==> config.mk <==
export PLATFORM = sky130hd
export DESIGN_NAME = mbsw_cfg
export DESIGN_NICKNAME = d
export VERILOG_FILES = /design/src/rtl/mbsw_pkg.sv /design/src/rtl/mbsw_cfg.sv
export SDC_FILE = /design/constraint.sdc
export NUM_CORES = 1
export LEC_CHECK = 0
export BUFFER_PORTS_ARGS = -buffer_cell sky130_fd_sc_hd__buf_2
export CAP_MARGIN = 10
export CELL_PAD_IN_SITES_DETAIL_PLACEMENT = 1
export CELL_PAD_IN_SITES_GLOBAL_PLACEMENT = 1
export CORE_MARGIN = 4
export CORE_UTILIZATION = 24
export CTS_CLUSTER_SIZE = 24
export DETAILED_ROUTE_END_ITERATION = 8
export PLACE_DENSITY_LB_ADDON = 0.1
export SKIP_LAST_GASP = 1
export SLEW_MARGIN = 20
export SYNTH_ARGS = -nofsm -noshare
export SYNTH_HDL_FRONTEND = slang
export SYNTH_SLANG_ARGS = --single-unit
export TNS_END_PERCENT = 10
==> constraint.sdc <==
create_clock -name clk -period 1.3 [get_ports clk]
set_clock_uncertainty 0.2 [all_clocks]
set_input_delay 0.26 -clock clk [delete_from_list [all_inputs] [get_ports clk]]
set_output_delay 0.26 -clock clk [all_outputs]
set_load 0.02 [all_outputs]
==> src/rtl/mbsw_pkg.sv <==
// Package for the quadratic B-spline weight core: payload types, widths and
// the per-axis helper functions shared by the front, queue and back modules.
// No dependencies.
package mbsw_pkg;

  localparam int PosW     = 32;
  localparam int NodeW    = 16;
  localparam int WtW      = 16;
  localparam int GradW    = 32;
  localparam int InvW     = 29;
  localparam int BaseW    = 17;
  localparam int FracW    = 16;
  localparam int AxWW     = 32;
  localparam int DwW      = 18;
  localparam int CfgAddrW = 3;
  localparam int CfgDataW = 32;

  // register map (index = word address)
  localparam logic RegInvCellSize = 1'b0;
  localparam logic [InvW-1:0] InvCellSizeRst = 29'd1966080;

  // stencil offsets along one axis
  localparam logic [1:0] NodeLo  = 2'd0;
  localparam logic [1:0] NodeMid = 2'd1;
  localparam logic [1:0] NodeHi  = 2'd2;

  typedef logic signed [PosW-1:0]  pos_t;
  typedef logic signed [NodeW-1:0] node_t;
  typedef logic [WtW-1:0]          wt_t;
  typedef logic signed [GradW-1:0] grad_t;
  typedef logic [InvW-1:0]         inv_t;
  typedef logic [AxWW-1:0]         axw_t;
  typedef logic signed [DwW-1:0]   dw_t;

  // one axis of a particle: stencil base, fraction and the three weights
  typedef struct packed {
    logic signed [BaseW-1:0] base;
    logic [FracW-1:0]        frac;
    axw_t                    w0;
    axw_t                    w1;
    axw_t                    w2;
  } axis_t;

  typedef struct packed {
    axis_t x;
    axis_t y;
    axis_t z;
  } part_t;

  // base = floor(p - 0.5), frac and Q0.32 weights, halves rounded up
  function automatic axis_t axis_setup(pos_t p);
    logic signed [32:0] ps;
    logic [15:0]        f;
    logic [16:0]        a;
    logic [33:0]        aa;
    logic [33:0]        aa1;
    logic [15:0]        cm;
    logic [31:0]        cc;
    logic [31:0]        ff;
    logic [32:0]        ff1;
    axis_t              r;
    ps  = {p[31], p} - 33'sd32768;
    f   = ps[15:0];
    a   = 17'd65536 - {1'b0, f};
    aa  = 34'(a) * 34'(a);
    aa1 = aa + 34'd1;
    cm  = f[15] ? {1'b0, f[14:0]} : 16'(17'd32768 - {1'b0, f});
    cc  = 32'(cm) * 32'(cm);
    ff  = 32'(f) * 32'(f);
    ff1 = 33'(ff) + 33'd1;
    r.base = ps[32:16];
    r.frac = f;
    r.w0   = aa1[32:1];
    r.w1   = 32'hC000_0000 - cc;
    r.w2   = ff1[32:1];
    return r;
  endfunction

  function automatic axw_t sel_w(axis_t ax, logic [1:0] idx);
    axw_t r;
    case (idx)
      NodeLo:  r = ax.w0;
      NodeMid: r = ax.w1;
      default: r = ax.w2;
    endcase
    return r;
  endfunction

  // derivatives f-1, 1-2f, f in Q.16
  function automatic dw_t sel_dw(logic [FracW-1:0] f, logic [1:0] idx);
    dw_t r;
    case (idx)
      NodeLo:  r = $signed({2'b00, f}) - 18'sd65536;
      NodeMid: r = 18'sd65536 - $signed({1'b0, f, 1'b0});
      default: r = $signed({2'b00, f});
    endcase
    return r;
  endfunction

  // base + offset, saturated to the node range
  function automatic node_t node_sat(logic signed [BaseW-1:0] base, logic [1:0] idx);
    logic signed [17:0] s;
    node_t              r;
    s = $signed({base[16], base} + {16'b0, idx});
    if (s > 18'sd32767) begin
      r = 16'sh7FFF;
    end else if (s < -18'sd32768) begin
      r = 16'sh8000;
    end else begin
      r = s[15:0];
    end
    return r;
  endfunction

endpackage

==> src/rtl/mbsw_cfg.sv <==
// APB-style register file holding the inverse cell size.
// Depends on mbsw_pkg.
module mbsw_cfg (
  input  logic                           clk,
  input  logic                           rst_n,
  input  logic                           psel,
  input  logic                           penable,
  input  logic                           pwrite,
  input  logic [mbsw_pkg::CfgAddrW-1:0]  paddr,
  input  logic [mbsw_pkg::CfgDataW-1:0]  pwdata,
  output logic [mbsw_pkg::CfgDataW-1:0]  prdata,
  output logic                           pready,
  output mbsw_pkg::inv_t                 inv_cell_size
);
  import mbsw_pkg::*;

  inv_t inv_r;
  logic wr_en;

  assign pready = 1'b1;
  assign wr_en  = psel && penable && pwrite && (paddr[2] == RegInvCellSize);

  // take a write in the access phase
  always_ff @(posedge clk) begin
    if (!rst_n) begin
      inv_r <= InvCellSizeRst;
    end else if (wr_en) begin
      inv_r <= pwdata[InvW-1:0];
    end
  end

  // read back the register, zero elsewhere
  always_comb begin
    prdata = '0;
    if (paddr[2] == RegInvCellSize) begin
      prdata = {{(CfgDataW-InvW){1'b0}}, inv_r};
    end
  end

  assign inv_cell_size = inv_r;

endmodule

=== Word-level counts from Yosys, hierarchy flattened ===
Cells that the tools add are included.

* Register bits after elaboration: 29
* Bits of input ports: 40
* Output and inout bits: 62
* Word-level logic and storage cells: 6

* Multiplexer cells: 1
* Bitwise operators: 1
* Reductions and logical operators: 3

{| class="wikitable"
|+ Operators with widths
! cell !! number
|-
| 29-bit 2-to-1 mux || 1
|-
| 1-bit logical AND || 3
|-
| 1-bit NOT || 1
|}

=== Longest topological paths before layout ===
Gate-level depths: netlist of the first run.

* Word-level depth: 3
* Depth in mapped cells: 5
* Depth with buffers taken out: 2

=== Worst setup path after synthesis of the first run ===
No wires, ideal clock.

* Kind: input -> output
* From: in paddr[2] (netlist bit)
* To: out prdata[17] (netlist bit)
* Data arrival time: 1.071 ns
* Required time: 0.840 ns
* Setup slack: -0.231 ns
* Stages on the path: 3
* Path buffers: 2
* Path through: clkbuf_1 clkbuf_1 and2b_1

* Word-level cells in the longest chain between the ends: 1

{| class="wikitable"
|+ Ends and longest elaborated chain
! item !! RTL line !! source
|-
| start, declared || mbsw_cfg.sv:9 || <nowiki>input logic [mbsw_pkg::CfgAddrW-1:0] paddr,</nowiki>
|-
| 29-bit 2-to-1 mux || mbsw_cfg.sv:35 || <nowiki>if (paddr[2] == RegInvCellSize) begin</nowiki>
|-
| end, declared || mbsw_cfg.sv:11 || <nowiki>output logic [mbsw_pkg::CfgDataW-1:0] prdata,</nowiki>
|}

No other way between the ends.

=== Worst setup path in the final report of the first run ===
* From: in paddr[2] (netlist bit)
* To: out prdata[28] (netlist bit)

Same word-level chain as after synthesis.

==> flow_summary.ini, run 1 <==
[status]
status = finished with violations
violations = negative setup slack

[yosys]
synth_xor_area_share_pct = 0
synth-simple-area-share_pct = 30.5
yosysSeqAreaShare_pct = 41.1
synth_common_cells = nand2_1, nor2b_1, dfxtp_1, mux2i_1, clkbuf_1
async_flop_share_pct = 0
synth_edf_count = 0
synth_most_common_cell = nand2_1
synth_warnings = 0
syn_area_per_cell_um2 = 8.57
ys_seq_elements = 29
yosysTopAreaCell = dfxtp_1
dominantRegCellSynth = dfxtp_1
synth.area.top_cells = dfxtp_1, mux2i_1, nor2b_1
synthCells = 165
netlist.area_leader.share_pct = 41.1
muxShareOfSynthArea_pct = 20.5
synth_top_family_by_area = simple AND/OR/NAND/NOR gates
synth_area_mm2 = 0.00141
yosysUniqueCellTypes = 13
synth_compound_area_share_pct = 0
synth_fa_ha_area_share_pct = 0

[power_and_ir_drop]
ir_drop_mv = 0.430
p_per_area_mw_per_mm2 = 856
power_leakage_nw = 1.07
total_power_w = 0.00198

[detailed_routing]
vias = 1386
drt-vias-per-instance = 4.16
drc = 0
drt-initial-drc-count = 9
drtAntennaViolNets = 0
wire_per_inst_um = 12.9
drt_pass1_iterations = 3
drt-total-wl_mm = 4.31

[global_routing]
overflow = 0
antenna_found_initial = 0
grt_pass1_vias = 1440
grt_max_degree = 29
grt_pass1_wl_mm = 7.08
grt_usage_pct = 12.1

[timing]
setup_violations = 31
finalHoldViolations = 0
drv_slew = 0
finalSetupTns_ns = -1.03
fmax_mhz = 732
setup_ws_ns = -0.0669
final.min_clock_period_ns = 1.37
fin_crit_sh_pct = 105
rsz0062_at_grt = yes

[place]
gp_congestion = 0.636
port_buffers = 92
dp_hpwl_mm = 3.22
place_area_mm2 = 0.00199
dp_slack_ns = -0.118

[setup_path]
worstSetupStartpoint = paddr[2]
rrSetupSlack_ns = 0.44
crit_path_end_kind = primary output
arrival_ns = 0.91
cp-start-kind = primary input
rr_startpoint = inv_cell_size[21]$_SDFFE_PN0P_
worstPathRequired_ns = 0.84
crit_fanout = 11
crit_type = primary input to primary output

[final_layout]
n_antenna_cell = 0
drive_gt1_share_pct = 59.0
final_nets = 301
syn_to_final_growth_pct = 63.6
stdcell_area_mm2 = 0.00231
fillCellCount = 690
finalCoreUtilization_pct = 41.3
largest_register_ffs = 29

[die]
die-height_um = 84.8
start_util_pct = 25.2
die_area_mm2 = 0.00718
rows = 27
num_io_pins = 102
die_w_um = 84.8
core-area_mm2 = 0.00561

[hold_path]
hold_start = pwdata[25]
min_path_type = primary input to flop

[clock_tree]
cts_made_buffers = 5
cts_hold_buffers = 0
root_buffer = clkbuf_8
path_clk_slew_ns = 0.06
htree_levels = 2
cts_sinks = 29
clk_latency_ns = 0.26
clockBufferDepth = 2
cts_tree = done

[job]
drv_cap = 0
cells by family after synthesis:
family / Yosys count
other: 2
multiplexers: 29
AND/OR/NAND/NOR: 88
buffers and inverters: 17
flip-flops: 29
area by class of cell:
cell class	count	area, um2	area share, %
multi-input cells	121	796	34.4
repair buffers	104	726	31.4
flip-flops and latches	29	616	26.6
well taps	72	90.1	3.89
clock buffers	7	86.3	3.73
layer usage:
| metal | vias up | wire, um | track usage, % |
|---|---|---|---|
| met2 | 50 | 2160 | 20.9 |
| met3 | 2 | 333 | 4.22 |
| met1 | 636 | 1800 | 14.2 |
| met5 | - | 0 | 0 |
| li1 | 698 | - | - |
| met4 | 0 | 21 | 3.45 |
worst max-delay path, stage by stage:
cell and delay (ns):
buf_4 0.15, buf_8 0.16, and2b_1 0.20, buf_6 0.13
final timing paths:
check	to	depth (start not counted)
max reg2reg	inv_cell_size[21]$_SDFFE_PN0P_	3
min reg2reg	inv_cell_size[24]$_SDFFE_PN0P_	2
min	inv_cell_size[25]$_SDFFE_PN0P_	3
max	prdata[28]	4
per-stage QoR:
stage          instances  hold slack, ns
6_report             333          0.0278
5_1_grt              333          0.0135
4_1_cts              333          0.0161
3_5_place_dp         323           0.257
3_3_place_gp         323           0.253
2_1_floorplan        167           0.202
timing repair:
action,CTS,global route
buffers inserted,2,0
pin swaps,0,0
gates cloned,1,0
gates resized for setup,73,12
endpoints found under the setup margin,29,31
power breakdown:
group          switching [W]  leakage, nW  internal (W)
logic               0.000173        0.784      0.000158
registers          0.0000134        0.245      0.000912
clock network       0.000305       0.0443      0.000419
layout by cell type, fill, tap and decap left out:
cell / netlist / final
buf_2: 1 / 62
nand2_1: 50 / 50
buf_4: 5 / 30
mux2i_1: 29 / 29
dfxtp_2: 0 / 28
nor2b_1: 35 / 20
nor2b_2: 0 / 11
clkbuf_8: 0 / 6
buf_6: 1 / 6
nor2b_4: 0 / 4
conb_1: 2 / 4
buf_12: 0 / 4
and2b_1: 2 / 2
and4b_2: 0 / 1
clkbuf_1: 8 / 1
buf_16: 0 / 1
dfxtp_1: 29 / 1
buf_8: 1 / 1
(Power assumes the default switching activity.)
==> run 2, diff against run 1 <==
- SETUP_SLACK_MARGIN: default -> 0.3
==> run 2 against run 1 <==
The flow still finishes with violations (negative setup slack). Sequential share of layout area shrank 0.53 points. Via count grew 0.94%. Critical path depth shrank 2. Sequential power is essentially flat. First-iteration DRC count grew 56%. Non-clock buffer count shrank 1. Critical path type is now flop to primary output. Worst hold slack lost 0.012 ns. Global-route usage shrank 0.70 points. Core utilization grew 0.25 points. Clock-buffer cell count shrank 1. Setup slack lost 0.016 ns.
==> flow_summary.ini, run 2 (synthesized netlist as in run 1, its figures left out) <==
[die]
die-height_um = 84.8
start_util_pct = 25.2
die_area_mm2 = 0.00718
rows = 27
die_w_um = 84.8
core-area_mm2 = 0.00561
num_io_pins = 102

[setup_path]
cp-start-kind = flop
crit_path_end_kind = primary output
rrSetupSlack_ns = 0.43
arrival_ns = 0.92
worstPathRequired_ns = 0.84
crit_fanout = 3
crit_type = flop to primary output

[global_routing]
grt_max_degree = 35
antenna_found_initial = 0
overflow = 0
grt_pass1_wl_mm = 6.67
grt_usage_pct = 11.5
grt_pass1_vias = 1418

[detailed_routing]
vias = 1399
wire_per_inst_um = 12.6
drt_pass1_iterations = 2
drt-initial-drc-count = 14
drtAntennaViolNets = 0
drt-vias-per-instance = 4.20
drc = 0
drt-total-wl_mm = 4.18

[timing]
setup_ws_ns = -0.0830
fin_crit_sh_pct = 106
setup_violations = 31
fmax_mhz = 723
rsz0062_at_grt = yes
drv_slew = 0
finalSetupTns_ns = -1.34
final.min_clock_period_ns = 1.38
hold_ws_ns = 0.0156
finalHoldViolations = 0

[place]
dp_hpwl_mm = 3.06
gp_congestion = 0.640
place_area_mm2 = 0.00201
port_buffers = 92

[clock_tree]
clk_latency_ns = 0.27
cts_tree = done
path_clk_slew_ns = 0.07
cts_made_buffers = 5
clockBufferDepth = 2
htree_levels = 2
cts_hold_buffers = 0
root_buffer = clkbuf_8
cts_sinks = 29

[final_layout]
syn_to_final_growth_pct = 64.6
layout_commonest_cell = buf_2
largest_register_ffs = 29
fillCellCount = 700
finalCoreUtilization_pct = 41.5
final_nets = 300
mostFrequentLayoutCells = buf_2, nand2_1, mux2i_1
n_antenna_cell = 0
stdcell_area_mm2 = 0.00233
drive_gt1_share_pct = 57.5

[power_and_ir_drop]
ir_drop_mv = 0.349
power_leakage_nw = 1.09
total_power_w = 0.00196
p_per_area_mw_per_mm2 = 842

[status]
status = finished with violations
violations = negative setup slack

[job]
drv_cap = 0

[hold_path]
min_path_type = primary input to flop
## run 2: changes by cell type in the layout (fill, tap and decap cells not counted), sizes merged
cell,before,now
clkbuf,7,6
buf,104,103
clkinv,0,2
## run 2: critical path, cell delays in order, from the launching register on
cell     delay (ns)
dfxtp_2        0.33
and2b_2        0.19
buf_6          0.12
## run 2: final timing paths
kind | to | start | cells past startpoint
setup / recovery | prdata[17] | inv_cell_size[17]$_SDFFE_PN1P_ | 2
hold / removal | inv_cell_size[25]$_SDFFE_PN0P_ | pwdata[25] | 3
setup reg to reg | inv_cell_size[16]$_SDFFE_PN0P_ | inv_cell_size[16]$_SDFFE_PN0P_ | 3
hold reg to reg | inv_cell_size[25]$_SDFFE_PN0P_ | inv_cell_size[25]$_SDFFE_PN0P_ | 2
## run 2: stage by stage
step,instances,setup slack [ns]
2_1_floorplan,167,-0.0187
3_3_place_gp,320,-0.0978
3_5_place_dp,320,-0.110
4_1_cts,331,-0.0959
5_1_grt,333,-0.121
6_report,333,-0.0830
## run 2: timing repair
action,4_1_cts,5_1_grt
setup endpoints to repair,87,87
gates resized for setup,27,44
pin swaps,0,0
setup buffers,2,2
gates cloned,1,0
## run 2: cell type report
class / instances / area [um2] / share of cell area, %
Tap cell: 72 / 90.1 / 3.87
Multi-Input combinational cell: 121 / 832 / 35.8
Timing Repair Buffer: 103 / 716 / 30.8
Sequential cell: 29 / 607 / 26.1
Clock buffer: 6 / 72.6 / 3.12
Clock inverter: 2 / 10.0 / 0.430
## run 2: routing by layer
layer | share of wire, % | vias up | wire [um] | track usage [%]
met5 | 0 | - | 0 | 0
met4 | 0.84 | 0 | 35 | 3.45
met3 | 7.8 | 4 | 326 | 4.22
met2 | 49 | 50 | 2040 | 19.4
met1 | 43 | 646 | 1780 | 13.4
li1 | - | 699 | - | -
## run 2: power breakdown
group / internal, W / switching, W / total, W / leakage, nW
Clock: 0.000370 / 0.000334 / 0.000704 / 0.0450
Combinational: 0.000157 / 0.000173 / 0.000330 / 0.799
Sequential: 0.000911 / 0.0000139 / 0.000925 / 0.241
Total: 0.00144 / 0.000521 / 0.00196 / 1.09
